### src/sv/dltq_pkg.sv
// ----------------------------------------------------------------------------
// dltq_pkg
// Types and codes shared by the delta list timer queue modules.
// ----------------------------------------------------------------------------
`default_nettype none
package dltq_pkg;

   localparam logic [1:0] CMD_START  = 2'd0;
   localparam logic [1:0] CMD_CANCEL = 2'd1;
   localparam logic [1:0] CMD_TICK   = 2'd2;

   localparam logic [2:0] ST_STARTED   = 3'd0;
   localparam logic [2:0] ST_CANCELLED = 3'd1;
   localparam logic [2:0] ST_EXPIRED   = 3'd2;
   localparam logic [2:0] ST_NO_SLOT   = 3'd3;
   localparam logic [2:0] ST_ZERO_DUR  = 3'd4;
   localparam logic [2:0] ST_NOT_ACT   = 3'd5;

   typedef struct packed {
      logic [1:0]  command;
      logic [15:0] duration;
      logic        cyclic;
      logic [3:0]  timer_id;
   } req_type;

   typedef struct packed {
      logic [2:0] status;
      logic [3:0] reported_id;
      logic       last;
   } rsp_type;

   // Operation applied to the whole chain in one step.
   typedef enum logic [2:0] {
      OP_NONE,
      OP_INSERT,   // insert slot with duration
      OP_REMOVE,   // unlink slot, add delta to successor
      OP_POP,      // take head (delta zero) out of the list
      OP_DEC       // decrement head delta, saturating
   } op_type;

   typedef enum logic [2:0] {
      S_IDLE,
      S_DECODE,
      S_TICK_CHECK,
      S_TICK_POP,
      S_OUT
   } state_type;

endpackage
`default_nettype wire

### src/sv/dltq_cell.sv
// ----------------------------------------------------------------------------
// dltq_cell
// One position of the sorted active list: slot id and ticks left until expiry.
// ----------------------------------------------------------------------------
`default_nettype none
module dltq_cell #(
   parameter int IdW = 4
) (
   input  wire logic                  clock,
   input  wire logic                  reset,
   input  wire dltq_pkg::op_type      op,
   input  wire logic [IdW-1:0]        op_id,
   input  wire logic [15:0]           op_dur,
   input  wire logic                  dec_en,       // head time is nonzero
   // from the left neighbor
   input  wire logic                  left_valid,
   input  wire logic [IdW-1:0]        left_id,
   input  wire logic [15:0]           left_cum,
   input  wire logic                  ins_before,   // insert happened left
   input  wire logic                  rem_before,   // removal happened left
   // from the right neighbor
   input  wire logic                  right_valid,
   input  wire logic [IdW-1:0]        right_id,
   input  wire logic [15:0]           right_cum,
   // to neighbors
   output logic                       valid_ff,
   output logic [IdW-1:0]             id_ff,
   output logic [15:0]                cum_ff,
   output logic                       ins_out,
   output logic                       rem_out
);
   logic             valid_in;
   logic [IdW-1:0]   id_in;
   logic [15:0]      cum_in;
   logic             match;
   logic             ins_here;

   // Hold the absolute time to expiry; the delta is the step from the left.
   always_comb begin
      match    = valid_ff && (id_ff == op_id);
      ins_here = !ins_before && (!valid_ff || (cum_ff > op_dur));
      ins_out  = ins_before || ins_here;
      rem_out  = rem_before || match;
      valid_in = valid_ff;
      id_in    = id_ff;
      cum_in   = cum_ff;
      case (op)
         dltq_pkg::OP_INSERT: begin
            if (ins_before) begin
               // shift right
               valid_in = left_valid;
               id_in    = left_id;
               cum_in   = left_cum;
            end else if (ins_here) begin
               valid_in = 1'b1;
               id_in    = op_id;
               cum_in   = op_dur;
            end
         end
         dltq_pkg::OP_REMOVE, dltq_pkg::OP_POP: begin
            if (rem_out) begin
               // shift left
               valid_in = right_valid;
               id_in    = right_id;
               cum_in   = right_cum;
            end
         end
         dltq_pkg::OP_DEC: begin
            if (dec_en && valid_ff)
               cum_in = cum_ff - 16'd1;
         end
         default: ;
      endcase
   end

   always_ff @(posedge clock) begin
      if (reset) begin
         valid_ff <= 1'b0;
      end else begin
         valid_ff <= valid_in;
      end
      id_ff  <= id_in;
      cum_ff <= cum_in;
   end
endmodule
`default_nettype wire

### src/sv/dltq_chain.sv
// ----------------------------------------------------------------------------
// dltq_chain
// Row of list cells, position 0 is the list head.
// ----------------------------------------------------------------------------
`default_nettype none
module dltq_chain #(
   parameter int SlotCount = 16,
   parameter int IdW       = 4
) (
   input  wire logic                 clock,
   input  wire logic                 reset,
   input  wire dltq_pkg::op_type     op,
   input  wire logic [IdW-1:0]       op_id,
   input  wire logic [15:0]          op_dur,
   output logic                      head_valid,
   output logic [IdW-1:0]            head_id,
   output logic [15:0]               head_delta
);
   logic                 v   [SlotCount];
   logic [IdW-1:0]       ids [SlotCount];
   logic [15:0]          cm  [SlotCount];
   logic                 ins [SlotCount+1];
   logic                 rem [SlotCount+1];
   logic                 lv  [SlotCount];
   logic [IdW-1:0]       lid [SlotCount];
   logic [15:0]          lcm [SlotCount];
   logic                 rv  [SlotCount];
   logic [IdW-1:0]       rid [SlotCount];
   logic [15:0]          rcm [SlotCount];
   logic                 dec_en;

   assign ins[0] = 1'b0;
   assign rem[0] = 1'b0;
   // Every time moves down by one only while the head is not yet due.
   assign dec_en = v[0] && (cm[0] != 16'd0);

   for (genvar i = 0; i < SlotCount; i++) begin : g_cell
      if (i == 0) begin : g_first
         assign lv[i]  = 1'b0;
         assign lid[i] = '0;
         assign lcm[i] = '0;
      end else begin : g_left
         assign lv[i]  = v[i-1];
         assign lid[i] = ids[i-1];
         assign lcm[i] = cm[i-1];
      end
      if (i == SlotCount-1) begin : g_last
         assign rv[i]  = 1'b0;
         assign rid[i] = '0;
         assign rcm[i] = '0;
      end else begin : g_right
         assign rv[i]  = v[i+1];
         assign rid[i] = ids[i+1];
         assign rcm[i] = cm[i+1];
      end
      dltq_cell #(.IdW(IdW)) u_cell (
         .clock, .reset, .op, .op_id, .op_dur, .dec_en,
         .left_valid(lv[i]), .left_id(lid[i]), .left_cum(lcm[i]),
         .ins_before(ins[i]), .rem_before(rem[i]),
         .right_valid(rv[i]), .right_id(rid[i]), .right_cum(rcm[i]),
         .valid_ff(v[i]), .id_ff(ids[i]), .cum_ff(cm[i]),
         .ins_out(ins[i+1]), .rem_out(rem[i+1])
      );
   end

   assign head_valid = v[0];
   assign head_id    = ids[0];
   assign head_delta = cm[0];
endmodule
`default_nettype wire

### src/sv/delta_list_timer_queue_core.sv
// ----------------------------------------------------------------------------
// delta_list_timer_queue_core
// Pool of software timers held as a delta-sorted list in a row of cells.
// ----------------------------------------------------------------------------
//   channel | dir | ports                        | payload
//   request | in  | req_valid, req_stall, req_*  | dltq_pkg::req_type
//   result  | out | rsp_valid, rsp_stall, rsp_*  | dltq_pkg::rsp_type
//
// Start and cancel step through accept, decode and result. A tick steps
// through accept, decode and a check, and gives no result when nothing is
// due; each of up to 16 expiries costs a check, a pop and a result.
// An unknown code is accepted and decoded and gives no result.
// Reset is synchronous: the list empties and the free stack pops 0,1,2...
// A stalled result holds; no new request is taken until results drain.
// ----------------------------------------------------------------------------
`default_nettype none
module delta_list_timer_queue_core #(
   parameter int SLOT_COUNT = 16
) (
   input  wire logic               clock,
   input  wire logic               reset,
   input  wire logic               req_valid,
   output logic                    req_stall,
   input  wire dltq_pkg::req_type  req_data,
   output logic                    rsp_valid,
   input  wire logic               rsp_stall,
   output dltq_pkg::rsp_type       rsp_data
);
   localparam int IdW = $clog2(SLOT_COUNT);

   dltq_pkg::state_type state_ff, state_in;
   dltq_pkg::req_type   req_ff, req_in;
   dltq_pkg::rsp_type   rsp_ff, rsp_in;
   dltq_pkg::op_type    op;
   logic [IdW-1:0]      op_id;
   logic [15:0]         op_dur;
   logic [4:0]          nrep_ff, nrep_in;
   logic                after_ff, after_in;  // tick: return to check after out
   logic [IdW-1:0]      pid_ff, pid_in;      // slot taken off the head

   // Free stack, reload info and active flag per slot.
   logic [IdW:0]        link_ff  [SLOT_COUNT];
   logic [IdW:0]        link_in  [SLOT_COUNT];
   logic [15:0]         rel_ff   [SLOT_COUNT];
   logic [15:0]         rel_in   [SLOT_COUNT];
   logic                cyc_ff   [SLOT_COUNT];
   logic                cyc_in   [SLOT_COUNT];
   logic                act_ff   [SLOT_COUNT];
   logic                act_in   [SLOT_COUNT];
   logic [IdW:0]        fhead_ff, fhead_in;

   logic                head_valid;
   logic [IdW-1:0]      head_id;
   logic [15:0]         head_delta;
   logic [IdW-1:0]      cid, fid;

   dltq_chain #(.SlotCount(SLOT_COUNT), .IdW(IdW)) u_chain (
      .clock, .reset, .op, .op_id, .op_dur,
      .head_valid, .head_id, .head_delta
   );

   assign req_stall = (state_ff != dltq_pkg::S_IDLE);
   assign rsp_valid = (state_ff == dltq_pkg::S_OUT);
   assign rsp_data  = rsp_ff;
   assign cid       = IdW'(req_ff.timer_id);
   assign fid       = fhead_ff[IdW-1:0];

   // Next state and bookkeeping.
   always_comb begin
      state_in = state_ff;
      req_in   = req_ff;
      rsp_in   = rsp_ff;
      nrep_in  = nrep_ff;
      after_in = after_ff;
      pid_in   = pid_ff;
      fhead_in = fhead_ff;
      link_in  = link_ff;
      rel_in   = rel_ff;
      cyc_in   = cyc_ff;
      act_in   = act_ff;
      op       = dltq_pkg::OP_NONE;
      op_id    = '0;
      op_dur   = '0;
      unique case (state_ff)
         dltq_pkg::S_IDLE: begin
            if (req_valid) begin
               req_in   = req_data;
               state_in = dltq_pkg::S_DECODE;
            end
         end
         dltq_pkg::S_DECODE: begin
            after_in = 1'b0;
            nrep_in  = '0;
            state_in = dltq_pkg::S_OUT;
            case (req_ff.command)
               dltq_pkg::CMD_START: begin
                  if (fhead_ff >= (IdW+1)'(SLOT_COUNT)) begin
                     rsp_in = '{dltq_pkg::ST_NO_SLOT, 4'd0, 1'b1};
                  end else if (req_ff.duration == 16'd0) begin
                     rsp_in = '{dltq_pkg::ST_ZERO_DUR, 4'd0, 1'b1};
                  end else begin
                     op       = dltq_pkg::OP_INSERT;
                     op_id    = fid;
                     op_dur   = req_ff.duration;
                     fhead_in = link_ff[fid];
                     rel_in[fid] = req_ff.duration;
                     cyc_in[fid] = req_ff.cyclic;
                     act_in[fid] = 1'b1;
                     rsp_in = '{dltq_pkg::ST_STARTED, 4'(fid), 1'b1};
                  end
               end
               dltq_pkg::CMD_CANCEL: begin
                  if ((32'(req_ff.timer_id) < SLOT_COUNT) && act_ff[cid]) begin
                     op       = dltq_pkg::OP_REMOVE;
                     op_id    = cid;
                     act_in[cid]  = 1'b0;
                     rel_in[cid]  = '0;
                     cyc_in[cid]  = 1'b0;
                     link_in[cid] = fhead_ff;
                     fhead_in     = {1'b0, cid};
                     rsp_in = '{dltq_pkg::ST_CANCELLED, 4'(cid), 1'b1};
                  end else begin
                     rsp_in = '{dltq_pkg::ST_NOT_ACT, 4'd0, 1'b1};
                  end
               end
               dltq_pkg::CMD_TICK: state_in = dltq_pkg::S_TICK_CHECK;
               default: state_in = dltq_pkg::S_IDLE;
            endcase
         end
         dltq_pkg::S_TICK_CHECK: begin
            if (head_valid && head_delta == 16'd0 && nrep_ff < 5'd16) begin
               op       = dltq_pkg::OP_POP;
               op_id    = head_id;
               pid_in   = head_id;
               rsp_in   = '{dltq_pkg::ST_EXPIRED, 4'(head_id), 1'b0};
               state_in = dltq_pkg::S_TICK_POP;
            end else begin
               op       = dltq_pkg::OP_DEC;
               state_in = dltq_pkg::S_IDLE;
            end
         end
         dltq_pkg::S_TICK_POP: begin
            // Reinsert cyclic slot or return it to the free stack.
            if (cyc_ff[pid_ff] && rel_ff[pid_ff] != 16'd0) begin
               op     = dltq_pkg::OP_INSERT;
               op_id  = pid_ff;
               op_dur = rel_ff[pid_ff];
            end else begin
               act_in[pid_ff]  = 1'b0;
               rel_in[pid_ff]  = '0;
               cyc_in[pid_ff]  = 1'b0;
               link_in[pid_ff] = fhead_ff;
               fhead_in = {1'b0, pid_ff};
            end
            nrep_in  = nrep_ff + 5'd1;
            after_in = 1'b1;
            state_in = dltq_pkg::S_TICK_CHECK;
            // Peek: more expiries follow only if the new head is due.
            if (!(head_valid && head_delta == 16'd0 && nrep_ff < 5'd15))
               rsp_in.last = 1'b1;
            state_in = dltq_pkg::S_OUT;
         end
         dltq_pkg::S_OUT: begin
            if (!rsp_stall)
               state_in = after_ff ? dltq_pkg::S_TICK_CHECK : dltq_pkg::S_IDLE;
            if (!rsp_stall && after_ff && rsp_ff.last) begin
               op       = dltq_pkg::OP_DEC;
               state_in = dltq_pkg::S_IDLE;
            end
         end
         default: state_in = dltq_pkg::S_IDLE;
      endcase
   end

   always_ff @(posedge clock) begin
      if (reset) begin
         state_ff <= dltq_pkg::S_IDLE;
         fhead_ff <= '0;
         after_ff <= 1'b0;
         nrep_ff  <= '0;
         for (int i = 0; i < SLOT_COUNT; i++) begin
            link_ff[i] <= (IdW+1)'(i + 1);
            act_ff[i]  <= 1'b0;
            cyc_ff[i]  <= 1'b0;
            rel_ff[i]  <= '0;
         end
      end else begin
         state_ff <= state_in;
         fhead_ff <= fhead_in;
         after_ff <= after_in;
         nrep_ff  <= nrep_in;
         link_ff  <= link_in;
         act_ff   <= act_in;
         cyc_ff   <= cyc_in;
         rel_ff   <= rel_in;
      end
      req_ff <= req_in;
      rsp_ff <= rsp_in;
      pid_ff <= pid_in;
   end
endmodule
`default_nettype wire

### config.mk
export PLATFORM = sky130hd
export DESIGN_NAME = delta_list_timer_queue_core
export DESIGN_NICKNAME = d
export VERILOG_FILES = /design/src/sv/dltq_pkg.sv /design/src/sv/dltq_cell.sv /design/src/sv/dltq_chain.sv /design/src/sv/delta_list_timer_queue_core.sv
export SDC_FILE = /design/constraint.sdc
export NUM_CORES = 2
export LEC_CHECK = 0
export ABC_AREA = 1
export BUFFER_PORTS_ARGS = -buffer_cell sky130_fd_sc_hd__buf_2
export CAP_MARGIN = 10
export CORE_ASPECT_RATIO = 0.7
export CORE_UTILIZATION = 55
export CTS_CLUSTER_DIAMETER = 100
export DETAILED_ROUTE_END_ITERATION = 16
export PLACE_DENSITY = 0.71
export SYNTH_ARGS = -nofsm -noshare
export SYNTH_HDL_FRONTEND = slang
export SYNTH_HIERARCHICAL = 1
export SYNTH_SLANG_ARGS = --single-unit
### constraint.sdc
create_clock -name clock -period 19.15 [get_ports clock]
set_input_delay 3.83 -clock clock [delete_from_list [all_inputs] [get_ports clock]]
set_output_delay 3.83 -clock clock [all_outputs]
set_load 0.01 [all_outputs]
==> impl_metrics.env <==
export IMPL_cp_num_buf_inv=7
export IMPL_slowest_delay_ns=0.84
export IMPL_cts_tree="done"
export IMPL_syn_inst=9185
export IMPL_gp_congestion=1.03
export IMPL_p_per_area_nw_per_um2=78.3
export IMPL_cp_max_fo=104
export IMPL_worst_path_most_repeated_cell="nand2_1"
export IMPL_cts_resized=0
export IMPL_power_internal_mw=3.17
export IMPL_layout_setup_ws_ns=2.01
export IMPL_netSwitchingFraction_pct=37.5
export IMPL_syn_area_um2=60700
export IMPL_die_area_um2=112000
export IMPL_grt_max_degree=222
export IMPL_wl_per_cell_um=21.7
export IMPL_drtPass1Iterations=7
export IMPL_top_usage_layer="met1"
export IMPL_design_area_um2=64800
export IMPL_dp_hpwl_um=162000
export IMPL_setup_viol=0
export IMPL_min_path_type="reg2reg"
export IMPL_met1_usage_pct=59.4
export IMPL_die_h_um=280
export IMPL_p_comb_share_pct=26.1
export IMPL_seq_power_share_pct=39.6
export IMPL_rows=101
export IMPL_post_route_min_period_ns=17.14
export IMPL_multi_input_area_um2=34600
export IMPL_leakagePower_nw=26.8
export IMPL_fin_skew_ns=0.0356
export IMPL_cts_hold_buf=0
export IMPL_io_pins=37
export IMPL_maxCapViolations=0
export IMPL_drc_errors=0
export IMPL_cp_arrival_ns=17.56
export IMPL_cts_sinks=753
export IMPL_syn_to_final_growth_pct=6.79
export IMPL_path_delay_family="simple AND/OR/NAND/NOR gates"
export IMPL_hold_viol_final=0
export IMPL_io_buffer_count=36
export IMPL_vias=64400
export IMPL_drt_iter0_drc=9042
export IMPL_post_cts_buffers=0
export IMPL_grt_pass1_wl_um=345000
export IMPL_clockBufferDepth=3
export IMPL_relSlewSlack_pct=17.4
export IMPL_h_tree_depth=3
export IMPL_place_ws_ns=2.96
export IMPL_cts_clk_slew_worst_paths_ns=0.06
export IMPL_worst_slew_pin_slew_ns=1.24
export IMPL_track_usage_pct=39.7
export IMPL_fmaxAchievable_mhz=58.3
export IMPL_total_power_mw=5.07
export IMPL_fin_hold_ws_ns=0.464
export IMPL_clkPwrFrac_pct=34.3
export IMPL_first_global_vias=57300
export IMPL_slew_viol_final=0
export IMPL_viasPerCell=6.10
export IMPL_placed_area_um2=61900
export IMPL_slowest_stage="clkinv_1"
export IMPL_start_kind="register"
export IMPL_crit_type="reg2reg"
export IMPL_initial_core_util_pct=55.7
export IMPL_nFillCells=10400
export IMPL_status="finished clean"
export IMPL_cp_required_ns=19.57
export IMPL_core_um2=109000
export IMPL_ir_worst_vdd_v=0.0000752
export IMPL_drive_above_1_share_pct=7.81
export IMPL_post_route_period_util_pct=89.5
export IMPL_switchingPower_mw=1.90
export IMPL_ant_nets=0
export IMPL_seqCellArea_um2=18600
export IMPL_rsz0062_at_grt="no"
export IMPL_cts_root_buf="clkbuf_16"
export IMPL_insertion_delay_ns=0.72
export IMPL_tns_ns=0
export IMPL_finalWirelength_um=229000
export IMPL_endpoint_kind="register"
export IMPL_yosysWarnings=6
export IMPL_overflow=0
export IMPL_use_met2_pct=53.4
export IMPL_fp_dieW_um=399
export IMPL_antenna_found_initial=6
export IMPL_cts_buffers=84
export IMPL_syn_area_per_cell_um2=6.61
export IMPL_num_nets_final=9339
export IMPL_use_met3_pct=12.5
==> state kept, by name (all words and copies together) (netlist names) <==
name / count
link_ff: 80
after_ff: 1
req_ff: 19
u_chain/g_cell.u_cell/id_ff: 64
rsp_data: 8
act_ff: 16
nrep_ff: 5
fhead_ff: 5
u_chain/g_cell.u_cell/valid_ff: 16
rel_ff: 256
cyc_ff: 16
u_chain/g_cell.u_cell/cum_ff: 256
pid_ff: 4
cid: 4
state_ff: 3
==> worst paths after layout <==
kind	startpoint	endpoint	slack [ns]	cells after the start
hold reg to reg	link_ff[45]	link_ff[45]	0.46	2
hold / removal	link_ff[45]	link_ff[45]	0.46	2
setup reg to reg	pid_ff[0]	u_chain/g_cell[15].u_cell/cum_ff[0]	2.01	59
setup / recovery	pid_ff[0]	u_chain/g_cell[15].u_cell/cum_ff[0]	2.01	59
==> cell usage in the layout, fill, tap and decap left out, drive strengths merged, types with 115 or more instances in the layout <==
master / n
ha: 273
clkbuf: 121
inv: 1526
a22oi: 195
nand4: 408
edfxtp: 355
a32oi: 115
nand2: 2642
o211ai: 270
nor2: 970
dfxtp: 398
o21ai: 336
a21oi: 316
buf: 141
nand3: 479
==> area by class of cell <==
type	count	area share, %
clock buffers	121	3.69
inverters	1558	9.11
repair buffers	141	1.54
clock inverters	35	0.722
multi-input cells	6501	53.4
well taps	1442	2.78
diodes	2	0.00772
flip-flops and latches	753	28.7
==> worst min-delay path: cells and delay by family (launching register included) <==
family           cells  cell delay, ns
flip-flops           1            0.33
AND/OR/NAND/NOR      2            0.10
==> metal layers <==
layer | up-vias | share of wire (%)
met1 | 30000 | 43
li1 | 29800 | -
met2 | 4059 | 39
met3 | 478 | 15
met4 | 2 | 2.9
met5 | - | 0.0052
==> power by group through the flow <==
stage	logic [mW]	clock network (mW)	registers (mW)
floorplan	0.872	0	1.95
global placement	1.23	0	2.03
detailed placement	1.26	0	2.03
CTS	1.27	1.75	2.00
global route	1.43	1.81	2.01
finish	1.33	1.74	2.01
==> metrics by stage <==
stage	utilization, %	cells
final	59.5	10600
after global routing	59.5	10600
after CTS	59.5	10600
after detailed placement	56.8	10400
after global placement	56.8	10400
after floorplan	-	9230
Power figures use the tool's default switching activity.
